--- config.mk ---
export PLATFORM = sky130hd
export DESIGN_NAME = button_lock_setpoint_adjuster_top
export DESIGN_NICKNAME = d
export VERILOG_FILES = /design/src/hdl/blsa_pkg.sv /design/src/hdl/button_lock_setpoint_adjuster_top.sv
export SDC_FILE = /design/constraint.sdc
export NUM_CORES = 1
export LEC_CHECK = 0
export BUFFER_PORTS_ARGS = -buffer_cell sky130_fd_sc_hd__buf_2
export CAP_MARGIN = 20
export CELL_PAD_IN_SITES_DETAIL_PLACEMENT = 0
export CELL_PAD_IN_SITES_GLOBAL_PLACEMENT = 1
export CORE_MARGIN = 2
export CORE_UTILIZATION = 48
export CTS_CLUSTER_DIAMETER = 30
export CTS_CLUSTER_SIZE = 25
export DETAILED_ROUTE_END_ITERATION = 8
export GPL_TIMING_DRIVEN = 0
export PLACE_DENSITY_LB_ADDON = 0.1
export SYNTH_ARGS = -nofsm -noshare
export SYNTH_HDL_FRONTEND = slang
export SYNTH_SLANG_ARGS = --single-unit
--- constraint.sdc ---
create_clock -name i_clk -period 7.15 [get_ports i_clk]
set_input_delay 0.715 -clock i_clk [delete_from_list [all_inputs] [get_ports i_clk]]
set_output_delay 0.715 -clock i_clk [all_outputs]
set_load 0.02 [all_outputs]
--- src/hdl/blsa_pkg.sv ---
// shared types and constants for the button lock setpoint adjuster
`timescale 1ns / 1ps
`default_nettype none
package blsa_pkg;

    localparam int TimeW   = 32;
    localparam int HoldW   = 16;
    localparam int ScrollW = 16;
    localparam int StepW   = 8;
    localparam int SetW    = 9;
    localparam int CfgIdxW = 3;
    localparam int CfgDatW = 32;

    localparam logic [HoldW-1:0]   UnlockHoldRst = HoldW'(3000);
    localparam logic [TimeW-1:0]   AutoLockRst   = TimeW'(60000);
    localparam logic [ScrollW-1:0] ScrollRst     = ScrollW'(250);
    localparam logic [StepW-1:0]   StepRst       = StepW'(2);
    localparam logic [SetW-1:0]    MaxSetRst     = SetW'(420);
    localparam logic [SetW-1:0]    MinSetRst     = SetW'(150);

    // configuration register indexes
    localparam logic [CfgIdxW-1:0] CfgUnlockHold = CfgIdxW'(0);
    localparam logic [CfgIdxW-1:0] CfgAutoLock   = CfgIdxW'(1);
    localparam logic [CfgIdxW-1:0] CfgScroll     = CfgIdxW'(2);
    localparam logic [CfgIdxW-1:0] CfgStep       = CfgIdxW'(3);
    localparam logic [CfgIdxW-1:0] CfgMaxSet     = CfgIdxW'(4);
    localparam logic [CfgIdxW-1:0] CfgMinSet     = CfgIdxW'(5);

    // operation codes
    localparam logic OpSample = 1'b0;
    localparam logic OpLoad   = 1'b1;

    typedef struct packed {
        logic             operation;
        logic [TimeW-1:0] now_ms;
        logic             btn_up;
        logic             btn_down;
        logic [SetW-1:0]  load_value;
    } t_in_word;

    typedef struct packed {
        logic [SetW-1:0] setpoint;
        logic            unlocked;
        logic            adjusted;
    } t_out_word;

endpackage
`default_nettype wire

--- src/hdl/button_lock_setpoint_adjuster_top.sv ---
// pipeline: an accepted word passes the input register, then the result register
// throughput: one word per cycle while the result is taken; the panel state is updated as each
// word leaves the input register, so the next word in the input register always sees it
// reset: synchronous active low; clears lock, timers, setpoint, pipeline valids and
// returns the configuration registers to their default values
`timescale 1ns / 1ps
`default_nettype none
module button_lock_setpoint_adjuster_top (
    input  wire                        i_clk,
    input  wire                        i_rst_n,
    input  wire                        i_in_valid,
    output logic                       o_in_ready,
    input  wire blsa_pkg::t_in_word    i_in,
    output logic                       o_out_valid,
    input  wire                        i_out_ready,
    output blsa_pkg::t_out_word        o_out,
    input  wire                        i_cfg_valid,
    output logic                       o_cfg_ready,
    input  wire [blsa_pkg::CfgIdxW-1:0] i_cfg_index,
    input  wire [blsa_pkg::CfgDatW-1:0] i_cfg_data
);
    import blsa_pkg::*;

    // configuration
    logic [HoldW-1:0]   r_unlock_hold;
    logic [TimeW-1:0]   r_auto_lock;
    logic [ScrollW-1:0] r_scroll_delay;
    logic [StepW-1:0]   r_step;
    logic [SetW-1:0]    r_max_set;
    logic [SetW-1:0]    r_min_set;

    // panel state
    logic             r_unlock;
    logic [TimeW-1:0] r_last_activity;
    logic [TimeW-1:0] r_hold_start;
    logic [TimeW-1:0] r_last_scroll;
    logic [SetW-1:0]  r_setpoint;

    // pipeline
    logic      r_in_valid;
    t_in_word  r_in;
    logic      r_out_valid;
    t_out_word r_out;
    logic      advance;

    logic             n_unlock;
    logic [TimeW-1:0] n_last_activity;
    logic [TimeW-1:0] n_hold_start;
    logic [TimeW-1:0] n_last_scroll;
    logic [SetW-1:0]  n_setpoint;
    logic             n_adjusted;

    logic             idle_expired;
    logic             hold_done;
    logic             scroll_due;
    logic             still_unlocked;
    logic             btn_any;
    logic             btn_both;
    logic signed [SetW+1:0] step_sum;
    logic [SetW-1:0]  step_result;

    assign o_cfg_ready = 1'b1;
    assign advance     = r_in_valid && (!r_out_valid || i_out_ready);
    assign o_in_ready  = !r_in_valid || advance;
    assign o_out_valid = r_out_valid;
    assign o_out       = r_out;

    always_ff @(posedge i_clk) begin
        if (!i_rst_n) begin
            r_unlock_hold  <= UnlockHoldRst;
            r_auto_lock    <= AutoLockRst;
            r_scroll_delay <= ScrollRst;
            r_step         <= StepRst;
            r_max_set      <= MaxSetRst;
            r_min_set      <= MinSetRst;
        end else if (i_cfg_valid) begin
            case (i_cfg_index)
                CfgUnlockHold: r_unlock_hold  <= i_cfg_data[HoldW-1:0];
                CfgAutoLock:   r_auto_lock    <= i_cfg_data[TimeW-1:0];
                CfgScroll:     r_scroll_delay <= i_cfg_data[ScrollW-1:0];
                CfgStep:       r_step         <= i_cfg_data[StepW-1:0];
                CfgMaxSet:     r_max_set      <= i_cfg_data[SetW-1:0];
                CfgMinSet:     r_min_set      <= i_cfg_data[SetW-1:0];
                default: ;
            endcase
        end
    end

    // wrapped time differences, each one subtract and compare
    assign idle_expired = (r_in.now_ms - r_last_activity) > r_auto_lock;
    assign hold_done    = (r_in.now_ms - r_hold_start) >= {{(TimeW-HoldW){1'b0}}, r_unlock_hold};
    assign scroll_due   = (r_in.now_ms - r_last_scroll)
                          >= {{(TimeW-ScrollW){1'b0}}, r_scroll_delay};
    assign btn_any      = r_in.btn_up || r_in.btn_down;
    assign btn_both     = r_in.btn_up && r_in.btn_down;
    assign still_unlocked = r_unlock && !idle_expired;

    // step without wrap, clamp high, then below minimum goes to zero
    always_comb begin
        if (r_in.btn_up) begin
            step_sum = $signed({2'b00, r_setpoint}) + $signed({3'b000, r_step});
        end else begin
            step_sum = $signed({2'b00, r_setpoint}) - $signed({3'b000, r_step});
        end
        if (step_sum > $signed({2'b00, r_max_set})) begin
            // the clamped value still has to clear the minimum
            step_result = (r_max_set < r_min_set) ? '0 : r_max_set;
        end else if (step_sum < $signed({2'b00, r_min_set})) begin
            step_result = '0;
        end else begin
            step_result = step_sum[SetW-1:0];
        end
    end

    always_comb begin
        n_unlock        = r_unlock;
        n_last_activity = r_last_activity;
        n_hold_start    = r_hold_start;
        n_last_scroll   = r_last_scroll;
        n_setpoint      = r_setpoint;
        n_adjusted      = 1'b0;
        if (r_in.operation == OpLoad) begin
            n_setpoint = r_in.load_value;
        end else if (!still_unlocked) begin
            n_unlock = 1'b0;
            if (btn_both) begin
                if (r_hold_start == '0) begin
                    n_hold_start = r_in.now_ms;
                end else if (hold_done) begin
                    n_unlock        = 1'b1;
                    n_last_activity = r_in.now_ms;
                    n_hold_start    = '0;
                end
            end else begin
                n_hold_start = '0;
            end
        end else if (btn_any) begin
            n_last_activity = r_in.now_ms;
            if (!btn_both && scroll_due) begin
                n_setpoint    = step_result;
                n_last_scroll = r_in.now_ms;
                n_adjusted    = 1'b1;
            end
        end else begin
            // prime so the next press steps at once
            n_last_scroll = r_in.now_ms - {{(TimeW-ScrollW){1'b0}}, r_scroll_delay};
        end
    end

    always_ff @(posedge i_clk) begin
        if (!i_rst_n) begin
            r_in_valid      <= 1'b0;
            r_out_valid     <= 1'b0;
            r_unlock        <= 1'b0;
            r_last_activity <= '0;
            r_hold_start    <= '0;
            r_last_scroll   <= '0;
            r_setpoint      <= '0;
        end else begin
            if (o_in_ready) begin
                r_in_valid <= i_in_valid;
            end
            if (advance) begin
                r_out_valid     <= 1'b1;
                r_unlock        <= n_unlock;
                r_last_activity <= n_last_activity;
                r_hold_start    <= n_hold_start;
                r_last_scroll   <= n_last_scroll;
                r_setpoint      <= n_setpoint;
            end else if (i_out_ready) begin
                r_out_valid <= 1'b0;
            end
        end
    end

    always_ff @(posedge i_clk) begin
        if (o_in_ready && i_in_valid) begin
            r_in <= i_in;
        end
        if (advance) begin
            r_out.setpoint <= n_setpoint;
            r_out.unlocked <= n_unlock;
            r_out.adjusted <= n_adjusted;
        end
    end

`ifndef SYNTHESIS
    // a step only happens on an unlocked panel
    a_adjust_unlocked: assert property (@(posedge i_clk) disable iff (!i_rst_n)
        o_out_valid && o_out.adjusted |-> o_out.unlocked)
        else $error("adjusted word reports a locked panel");

    // no hold is timed while unlocked
    a_hold_idle: assert property (@(posedge i_clk) disable iff (!i_rst_n)
        r_unlock |-> (r_hold_start == '0))
        else $error("hold timer running while unlocked");

    // panel state only moves when a word leaves the input register
    a_state_stable: assert property (@(posedge i_clk) disable iff (!i_rst_n)
        !advance |=> $stable(r_setpoint) && $stable(r_unlock) && $stable(r_last_scroll))
        else $error("panel state changed without a word");

    // result register tracks the state it was written with
    a_out_matches: assert property (@(posedge i_clk) disable iff (!i_rst_n)
        advance |=> (r_out.setpoint == r_setpoint) && (r_out.unlocked == r_unlock))
        else $error("result word differs from panel state");
`endif

endmodule
`default_nettype wire

== Word-level counts from Yosys, hierarchy flattened ==
Cells that the tools add are included.
Word-level totals
  register bits: 253
  output and inout bits: 14
  word-level logic and storage cells: 98
Operators by class
  bitwise logic cells: 3
  reductions and logical operators: 27
  order comparisons: 6
  multiplexer cells: 26
  add/sub/neg operators: 6
  equality and inequality tests: 9
Operators with widths (count)
  $mux W32: 10
  $sub A32 B32 Y32: 3
  $ge A32 B16 Y1: 2
  $mux W9: 7
  $gt A32 B32 Y1: 1
  $logic_not A32 Y1: 1
  $sub A32 B16 Y32: 1
  $reduce_and A2 Y1: 6
  $gt A11 B10 Y1: 1
  $lt A11 B10 Y1: 1
  $mux W11: 1
  $add A9 B8 Y10: 1
  $sub A9 B8 Y10: 1
  $lt A9 B9 Y1: 1
  $mux W1: 8
  $reduce_and A4 Y1: 2
  $eq A3 B2 Y1 const B: 2
  $eq A3 B3 Y1 const B: 2
  $reduce_and A6 Y1: 1
  $reduce_bool A2 Y1: 3
  $logic_and A1 B1 Y1: 5
  $logic_not A1 Y1: 4
  $ne A2 B1 Y1 const B: 2
  $eq A3 B1 Y1 const B: 1
  6 further kinds: 10

== Depth between registers and ports, before layout ==
Gate-level depths: netlist of the first run.
  depth after elaboration: 9
  depth in mapped cells: 29

== Worst setup path before layout of the first run ==
OpenSTA, ideal clock, no wires.
  path type: reg-to-reg
  start: reg r_in[11] (netlist bit)
  end: reg r_out, in the netlist o_out[3] (data pin)
  setup slack: 1.994 ns
  period minus slack after synthesis: 5.156 ns
  arrival: 4.885 ns
  cell stages (with the launch flop): 27
  cells stage by stage: edfxtp_1 > inv_1 > ha_1 > inv_1 > fa_1 > a21o_1 > a21oi_1 > nor4b_1 > nor4_1 > o31ai_1 > a21oi_1 > o211ai_1 > a21oi_1 > o22ai_1 > a21boi_0 > xnor2_1 > ha_1 > nand4_1 > nor2_1 > and3_1 > a211oi_1 > o21ai_0 > a31o_2 > buf_2 > buf_2 > o211ai_1 > o21ai_0
On the way
  longest elaborated chain between the ends: 7
  elaborated cells on any way between the ends: 11
  classes of those cells: add/sub: 2; order compare: 2; mux: 4; reduce/logical: 3
Ends and longest elaborated chain
  start, declared: line button_lock_setpoint_adjuster_top.sv:41  | t_in_word r_in;
  start signal, assigned: line button_lock_setpoint_adjuster_top.sv:178  | r_in <= i_in;
  $sub A32 B32 Y32: line button_lock_setpoint_adjuster_top.sv:92  | assign scroll_due = (r_in.now_ms - r_last_scroll)
  $ge A32 B16 Y1: line button_lock_setpoint_adjuster_top.sv:93  | >= {{(TimeW-ScrollW){1'b0}}, r_scroll_delay};
  $logic_and A1 B1 Y1: line button_lock_setpoint_adjuster_top.sv:139  | if (!btn_both && scroll_due) begin
  $mux W9: line button_lock_setpoint_adjuster_top.sv:139
  $mux W9: line button_lock_setpoint_adjuster_top.sv:137  | end else if (btn_any) begin
  $mux W9 *: line button_lock_setpoint_adjuster_top.sv:124  | end else if (!still_unlocked) begin
  $mux W9 *: line button_lock_setpoint_adjuster_top.sv:122  | if (r_in.operation == OpLoad) begin
  net n_setpoint[1]: line button_lock_setpoint_adjuster_top.sv:50  | logic [SetW-1:0] n_setpoint;
  end, declared: line button_lock_setpoint_adjuster_top.sv:43  | t_out_word r_out;
Mark *: on every way through the listed nets, which the timed path passes. The rest lies on a longest branch.
A chain may end at the register's enable or synchronous reset.

== Worst setup path after layout of the first run ==
  start: reg r_in[11] (netlist bit)
  end: reg r_last_activity[2]
On the way
  longest elaborated chain between the ends: 6
  elaborated cells on any way between the ends: 12
  classes of those cells: add/sub: 2; order compare: 2; eq/ne: 2; mux: 1; reduce/logical: 5
Ends and longest elaborated chain
  $sub A32 B32 Y32: line button_lock_setpoint_adjuster_top.sv:90  | assign idle_expired = (r_in.now_ms - r_last_activity) > r_auto_lock;
  $gt A32 B32 Y1: line button_lock_setpoint_adjuster_top.sv:90
  $logic_not A1 Y1: line button_lock_setpoint_adjuster_top.sv:96  | assign still_unlocked = r_unlock && !idle_expired;
  $logic_and A1 B1 Y1: line button_lock_setpoint_adjuster_top.sv:96
  $ne A2 B1 Y1 (no line) (tied with other cells)
  $reduce_and A6 Y1 (no line)
  end signal, assigned: line button_lock_setpoint_adjuster_top.sv:166  | r_last_activity <= n_last_activity;
  end, declared: line button_lock_setpoint_adjuster_top.sv:34  | logic [TimeW-1:0] r_last_activity;
Parallel ways exist; a longest one is shown, timed or not.

==> results of run 1 <==
==> per-stage QoR <==
step	worst slack, ps	total power [W]	area (µm²)	TNS [ps]
global placement	-488	0.00244	20600	-16970
global route	35.6	0.00582	23100	0
detailed placement	-544	0.00246	20600	-18290
CTS	5.80	0.00564	23000	0
floorplan	1990	0.00218	19400	0
finish	464	0.00563	23100	0
==> synthesized netlist by cell type (18+ instances only) <==
library cell  instances  share of area (%)
o21a_1               28                1.1
nor3_1               42                1.1
o21ai_0             105                2.7
clkbuf_1             81                1.6
nand2_1             385                7.4
edfxtp_1             55                8.5
mux2i_1              74                3.8
a211oi_2             22                1.4
nand3_1              43                1.1
nand2b_1             36                1.2
o211ai_1             57                2.2
nor2b_1              23               0.74
ha_1                214                 14
a21oi_1             190                4.9
xnor2_1              64                2.9
xor2_1               39                1.8
inv_1               224                4.3
a211oi_1             46                1.8
nand4_1              31                1.0
a21o_1               43                1.7
and3_1               18               0.58
nor4_1               31                1.0
dfxtp_1             198                 20
o21bai_1             18               0.70
or3_1                18               0.58
nor2_1              135                2.6
==> power by group through the flow <==
stage | Sequential, W | Combinational (W) | Clock, W
6_report | 0.00157 | 0.000902 | 0.00316
5_1_grt | 0.00157 | 0.00100 | 0.00325
4_1_cts | 0.00156 | 0.000887 | 0.00318
3_5_place_dp | 0.00159 | 0.000873 | 0
3_3_place_gp | 0.00159 | 0.000853 | 0
2_1_floorplan | 0.00156 | 0.000618 | 0
==> registers in the layout, indices dropped and copies added (netlist names) <==
name / cells
r_in: 44
r_auto_lock: 32
r_hold_start: 32
r_last_activity: 32
r_last_scroll: 32
r_scroll_delay: 16
r_unlock_hold: 16
o_out: 11
r_max_set: 9
r_min_set: 9
r_setpoint: 9
r_step: 8
o_out_valid: 1
r_in_valid: 1
r_unlock: 1
==> logic make-up after synthesis <==
family | after synthesis | synth area share (%)
and+or+nand+nor | 817 | 19.5
AOI/OAI and AO/OA | 636 | 22.0
buffers and inverters | 331 | 6.74
DFF | 253 | 28.9
adders and majority gates | 220 | 14.4
xor gates and xnor gates | 103 | 4.64
muxes | 75 | 3.87
other | 1 | 0.0193
==> repair_timing <==
| item | CTS | global route |
|---|---|---|
| setup buffers | 2 | 0 |
| pin swaps | 0 | 1 |
| setup endpoints to repair | 59 | 81 |
| resized for setup | 4 | 9 |
==> metal layers <==
metal	track usage, %	vias to the layer above
met5	0	-
met4	8.14	0
met3	5.21	89
met2	50.2	589
met1	43.5	8764
li1	-	9007
==> cell usage in the layout (no fill, tap or decap), types with 74 or more instances in the layout <==
cell type and instances:
ha_1 214, nand2_1 385, buf_2 107, o21ai_0 104, nor2_1 134, dfxtp_1 198, mux2i_1 74, inv_1 224
a21oi_1 190, clkbuf_1 90
==> final cells by class <==
cell class,instances,share of cell area [%]
clock inverters,36,2.17
inverters,226,3.68
well taps,525,2.85
repair buffers,98,2.30
clock buffers,85,8.10
plain buffers,105,2.00
multi-input cells,1852,54.6
flip-flops and latches,253,24.3
==> worst paths after layout <==
check / endpoint / cells past startpoint
worst min register to register: r_auto_lock[26]$_SDFFE_PN0P_ / 2
worst max register to register: r_last_activity[2]$_SDFFE_PN0P_ / 26
worst max-delay path: r_last_activity[2]$_SDFFE_PN0P_ / 26
worst min-delay path: r_in[43]$_DFFE_PP_ / 1
==> impl_metrics.toml, run 1 <==
[logic_synthesis]
avgSynthCellArea_um2 = 7.98
yosysUniqueCellTypes = 82
syn_inst = 2436
syn_area_um2 = 19400
seq_area_frac_synth_pct = 28.9
async_reset_ff_share_pct = 0
synthesis.nets = 2740
yosys_register_bits = 253
synth-main-ff-cell = "dfxtp_1"
synth-edff-count = 55
ys_warn_count = 0

[setup_path]
worstPathRequired_ps = 7640
crit_top_cell = "a21oi_1"
critPathArrivalTime_ps = 7170
critPathKind = "reg -> reg"
critical_path.top_delay_family = "compound AO/OA/AOI/OAI gates"
cp-start-kind = "flop"
r2r_slack_ps = 460
slowest_stage = "a211oi_4"
worstPathBufferInverterCount = 3
cpPeakStageDelay_ps = 480
crit_start = "r_in[11]$_DFFE_PP_"
end_kind = "flop"
worstReg2RegStart = "r_in[11]$_DFFE_PP_"
path_max_fanout = 10

[cells_and_area]
multi_input_area_um2 = 12600
antenna_cells = 0
final-instance-count-excl-fill = 3180
fillerInstances = 3734
nets = 2907
drive_gt1_share_pct = 11.0
syn_to_final_growth_pct = 18.6
seqCellArea_um2 = 5620
final_core_util_pct = 57.9

[global_routing]
grt_pass1_vias = 17700
grt_usage_pct = 31.3
grt.overflow.total = 0
grt_pass1_wl_mm = 101
antenna_found_initial = 0
grt_max_degree = 25

[timing]
tightest_slew_ps = 1150
max_freq_mhz = 150
hold_viol_final = 0
setup_viol = 0
clock_skew_ps = 31.5
rsz0062_at_grt = "no"
slew-limit-headroom_pct = 23.1
fin_crit_ps = 6690
fin_crit_sh_pct = 93.5
slew_viol_final = 0
whs_ps = 301

[power]
powerDensity_nw_per_um2 = 244
vdd_drop_max_v = 0.000174
p_sw_w = 0.00157
clkPwrFrac_pct = 56.1
p_comb_share_pct = 16.0
seqPwrFrac_pct = 27.8
switching_share_pct = 27.9
power_leakage_nw = 8.96
p_int_w = 0.00405

[placed_design]
placedCellCount = 3057
gp_congestion = 0.938
dp_hpwl_mm = 51.1
io_buffers = 95

[clock_tree]
htree_num_levels = 3
cts.sinks = 253
worstSkewPairLatency_ps = 590
path_clk_slew_ps = 50
clock-root-buffer = "clkbuf_16"
holdBufCountCts = 0
numCtsBuffers = 67
clock_path_buffers = 3
cts_tree = "yes"

[die]
ioPinCount = 98
num_rows = 73
die-width_um = 205
start_util_pct = 48.8
dieArea_um2 = 42100
die_h_um = 205
coreArea_um2 = 39800

[run_status]
status = "complete, no violations"

[route]
dr.pass1.iters = 8
met2_length_mm = 29.7
top_layer = "met4"
num_vias = 18400
wl_met3_mm = 3.91
drc = 0
routed_wl_mm = 65.5
wl_per_cell_um = 20.6
drtIter0Drc = 1457
wl_met1_mm = 30.6
avgViaCountPerCell = 5.80
ant_nets = 0

[hold_path]
hold_class = "in -> reg"
hp-start = "i_in[43]"

[flow_run]
drv_cap = 0
Power figures use the tool's default switching activity.
==> inputs of run 2 (changes only) <==
- BUFFER_PORTS_ARGS: -buffer_cell sky130_fd_sc_hd__buf_2 -> default
- CAP_MARGIN: 20 -> default
- CORE_UTILIZATION: 48 -> 51
- CTS_BUF_LIST: default -> sky130_fd_sc_hd__clkbuf_4 sky130_fd_sc_hd__clkbuf_8
- DONT_BUFFER_PORTS: default -> 1
==> run 2 against run 1 <==
Sequential share of layout area is 1.6 points higher. Clock-buffer cell count fell by 17. Clock skew is 3.6 ps higher. Clock power shrank 38%. Cell count fell by 3.6%. Non-clock buffer count fell by 95. Global-route usage increased by 0.67 points. Wire length decreased by 3.4%. Core utilization fell by 0.41 points. Total power is 22% lower.
==> impl_metrics.toml, run 2 (same netlist as run 1, synthesis figures left out) <==
[cells_and_area]
final_cell_area_um2 = 21600
regMostFlops = "r_in"
mostFrequentLayoutCells = "nand2_1 (385), inv_1 (224), ha_1 (214), dfxtp_1 (198), a21oi_1 (189)"
syn_to_final_growth_pct = 11.1
largest_reg_flops = 44
drive_gt1_share_pct = 7.72
nets = 2805
final-instance-count-excl-fill = 3065
final_core_util_pct = 57.5
mostFrequentLayoutCell = "nand2_1"

[die]
num_rows = 71
coreArea_um2 = 37600
ioPinCount = 98
dieArea_um2 = 39700
die_h_um = 199
die-width_um = 199
start_util_pct = 51.7

[global_routing]
antenna_found_initial = 0
grt_max_degree = 26
grt_pass1_vias = 17300
grt.overflow.total = 0
grt_usage_pct = 32.0
grt_pass1_wl_mm = 97.0

[route]
wl_per_cell_um = 20.7
num_vias = 18100
drtIter0Drc = 1425
drc = 0
ant_nets = 0
routed_wl_mm = 63.3
dr.pass1.iters = 6
avgViaCountPerCell = 5.89

[setup_path]
r2r_slack_ps = 280
cpPeakStageDelay_ps = 560
worstPathBufferInverterCount = 4
worstPathRequired_ps = 7520
critical_path.top_delay_family = "compound AO/OA/AOI/OAI gates"
slowest_stage = "o31ai_1"
path_max_fanout = 10
end_kind = "flop"
cp-start-kind = "flop"
critPathKind = "reg -> reg"
critPathArrivalTime_ps = 7230

[placed_design]
dp_hpwl_mm = 50.1
placedCellCount = 2948
dpl_cell_area_um2 = 20100
io_buffers = 0
gp_congestion = 0.933

[clock_tree]
holdBufCountCts = 0
path_clk_slew_ps = 70
worstSkewPairLatency_ps = 670
cts_tree = "yes"
clock_path_buffers = 3
clock-root-buffer = "clkbuf_8"
cts.sinks = 253
numCtsBuffers = 60
htree_num_levels = 2

[power]
power_leakage_nw = 8.12
powerDensity_nw_per_um2 = 203
finalPower_w = 0.00438
vdd_drop_max_v = 0.000142

[flow_run]
drv_cap = 0

[timing]
hold_viol_final = 0
tightest_slew_ps = 1100
slew-limit-headroom_pct = 26.6
finalSetupTns_ps = 0
fin_crit_ps = 6870
setup_viol = 0
clock_skew_ps = 35.1
slew_viol_final = 0
fin_crit_sh_pct = 96.0
max_freq_mhz = 146
rsz0062_at_grt = "no"

[run_status]
status = "complete, no violations"

[hold_path]
hold_class = "in -> reg"
==> run 2: cell types whose count changed in the layout (fill, tap and decap cells not counted), sizes merged <==
cell      delta
buf         -95
clkinv       +3
clkinvlp     +6
clkbuf      -17
inv          +4
diode        +1
bufinv       -3
==> run 2: cell type report <==
cell class                      instances  area, µm²
Fill cell                            3581      16000
Multi-Input combinational cell       1852      12600
Sequential cell                       253       5620
Clock buffer                           68        917
Inverter                              226        848
Tap cell                              511        639
Clock inverter                         46        499
Buffer                                105        462
Timing Repair Buffer                    3       55.1
Antenna cell                            1       2.50
==> run 2: final timing paths <==
kind | depth (start not counted) | to | from
worst min register to register | 2 | r_auto_lock[26]$_SDFFE_PN0P_ | r_auto_lock[26]$_SDFFE_PN0P_
worst max-delay path | 26 | o_out[7]$_DFFE_PP_ | r_in[11]$_DFFE_PP_
worst min-delay path | 0 | r_in[12]$_DFFE_PP_ | i_in[12]
worst max register to register | 26 | o_out[7]$_DFFE_PP_ | r_in[11]$_DFFE_PP_
==> run 2: report_power, final <==
part	total, W	switching (W)	internal (W)
registers	0.00156	0.0000608	0.00150
logic	0.000855	0.000530	0.000325
clock network	0.00196	0.000815	0.00115
==> run 2: per-stage QoR <==
stage / setup WS (ps) / hold slack (ps)
finish: 285 / 148
global route: 69.3 / 109
CTS: 100 / 105
detailed placement: -594 / 447
global placement: -619 / 443
floorplan: 1990 / 435
==> run 2: what timing repair did <==
action                                 4_1_cts  5_1_grt
endpoints found under the hold margin        0        0
buffers inserted                             2        0
cloned                                       0        0
gates resized for setup                      7        5
setup endpoints to repair                   69       50
==> run 2: layer usage <==
| layer | up-vias | track usage [%] | share of wire, % |
|---|---|---|---|
| li1 | 8820 | - | - |
| met2 | 593 | 51.9 | 45 |
| met5 | - | 0 | 0 |
| met4 | 0 | 9.09 | 2.2 |
| met1 | 8555 | 44.3 | 46 |
| met3 | 91 | 4.25 | 6.9 |
==> run 2: worst register-to-register path, cell delays in order, from the launching register on <==
cell	delay, ps
edfxtp_1	460
inv_1	220
ha_1	260
inv_1	70
fa_1	200
a21o_1	150
a21oi_2	90
nor4b_2	460
nor4_2	130
o31ai_1	560
a21oi_1	230
o211ai_1	370
a21oi_1	170
o22ai_1	310
a21boi_0	190
xnor2_1	260
ha_1	300
nand4_1	90
nor2_1	60
and3_1	260
a211oi_4	470
o21ai_2	210
a31o_2	280
buf_2	220
buf_2	230
o21ai_0	220
o21ai_0	130
==> inputs of run 3 (changes only) <==
- CORE_UTILIZATION: 51 -> 45
==> run 3 against run 2 <==
Clock-buffer cell count up 19. Total power up 12%. Global-route usage down 4.1 points. Highest routed layer unchanged. Sequential share of layout area down 0.54 points. Flip-flop and latch count unchanged.
==> impl_metrics.toml, run 3 (same netlist as run 1, synthesis figures left out) <==
[cells_and_area]
mostFrequentLayoutCell = "nand2_1"
regMostFlops = "r_in"
mostFrequentLayoutCells = "nand2_1 (385), inv_1 (224), ha_1 (214), dfxtp_1 (198), a21oi_1 (190)"
syn_to_final_growth_pct = 13.5
drive_gt1_share_pct = 8.07
largest_reg_flops = 44
nets = 2812

[placed_design]
gp_congestion = 0.881
dp_hpwl_mm = 49.4
io_buffers = 0

[die]
dieArea_um2 = 44900
die-width_um = 212
die_h_um = 212
start_util_pct = 45.3
num_rows = 76
ioPinCount = 98
coreArea_um2 = 42900

[clock_tree]
cts.sinks = 253
htree_num_levels = 3
cts_tree = "yes"
clock-root-buffer = "clkbuf_8"
path_clk_slew_ps = 50
worstSkewPairLatency_ps = 640
numCtsBuffers = 69
clock_path_buffers = 3
holdBufCountCts = 0

[route]
drc = 0
ant_nets = 0
dr.pass1.iters = 5
avgViaCountPerCell = 5.63
routed_wl_mm = 62.4
num_vias = 17700
drtIter0Drc = 1239
wl_per_cell_um = 19.8

[global_routing]
grt_pass1_vias = 17100
antenna_found_initial = 0
grt_pass1_wl_mm = 95.8
grt.overflow.total = 0
grt_max_degree = 25
grt_usage_pct = 27.9

[setup_path]
crit_top_cell = "a21oi_1"
worstPathBufferInverterCount = 4
end_kind = "flop"
critPathKind = "reg -> reg"
cp-start-kind = "flop"
worstPathRequired_ps = 7510
critPathArrivalTime_ps = 7080
path_max_fanout = 10
slowest_stage = "edfxtp_1"
cpPeakStageDelay_ps = 500
r2r_slack_ps = 440
critical_path.top_delay_family = "compound AO/OA/AOI/OAI gates"

[timing]
max_freq_mhz = 149
hold_viol_final = 0
whs_ps = 165
clock_skew_ps = 29.1
fin_crit_sh_pct = 93.9
slew-limit-headroom_pct = 20.2
slew_viol_final = 0
fin_crit_ps = 6710
rsz0062_at_grt = "no"
tightest_slew_ps = 1200
setup_viol = 0

[power]
powerDensity_nw_per_um2 = 222
finalPower_w = 0.00490
power_leakage_nw = 8.34
vdd_drop_max_v = 0.000195

[run_status]
status = "complete, no violations"

[hold_path]
hold_class = "in -> reg"

[flow_run]
drv_cap = 0
[run 3: stage by stage]
step	setup TNS [ps]	setup WS, ps	utilization, %	cells	area [µm²]
2_1_floorplan	0	1990	-	2436	19400
3_3_place_gp	-6860	-298	47.0	3021	20200
3_5_place_dp	-7960	-321	47.1	3022	20200
4_1_cts	0	23.4	51.4	3150	22000
5_1_grt	0	17.1	51.5	3150	22100
6_report	0	436	51.5	3151	22100
[run 3: layout make-up]
type	count	area (µm²)
antenna	1	2.50
buffer	105	462
clock buffer	87	1150
clock inverter	41	667
fill	4168	20800
inverter	226	848
multi-input combinational	1852	12600
sequential	253	5620
tap	585	732
timing repair buffer	1	27.5
[run 3: path summary, 6_finish.rpt]
| kind | endpoint | startpoint | cells past startpoint |
|---|---|---|---|
| worst min-delay path | r_in[1]$_DFFE_PP_ | i_in[1] | 0 |
| worst min register to register | r_unlock_hold[10]$_SDFFE_PN0P_ | r_unlock_hold[10]$_SDFFE_PN0P_ | 2 |
| worst max register to register | o_out[8]$_DFFE_PP_ | r_in[11]$_DFFE_PP_ | 26 |
| worst max-delay path | o_out[8]$_DFFE_PP_ | r_in[11]$_DFFE_PP_ | 26 |
[run 3: timing repair]
item | 4_1_cts | 5_1_grt
gates resized for setup | 2 | 6
gates cloned | 0 | 0
pin swaps | 0 | 1
setup buffers | 0 | 0
setup endpoints to repair | 40 | 50
[run 3: power by group]
part / internal (W) / switching, W
sequential: 0.00151 / 0.0000638
combinational: 0.000323 / 0.000513
clock: 0.00166 / 0.000833
total: 0.00349 / 0.00141
[run 3: layer usage]
metal	up-vias	routed length [µm]	global-route usage (%)
met1	8268	29500	38.6
met3	98	3490	4.09
met2	547	28000	44.9
met5	-	0	0
met4	0	1410	8.52
li1	8815	-	-
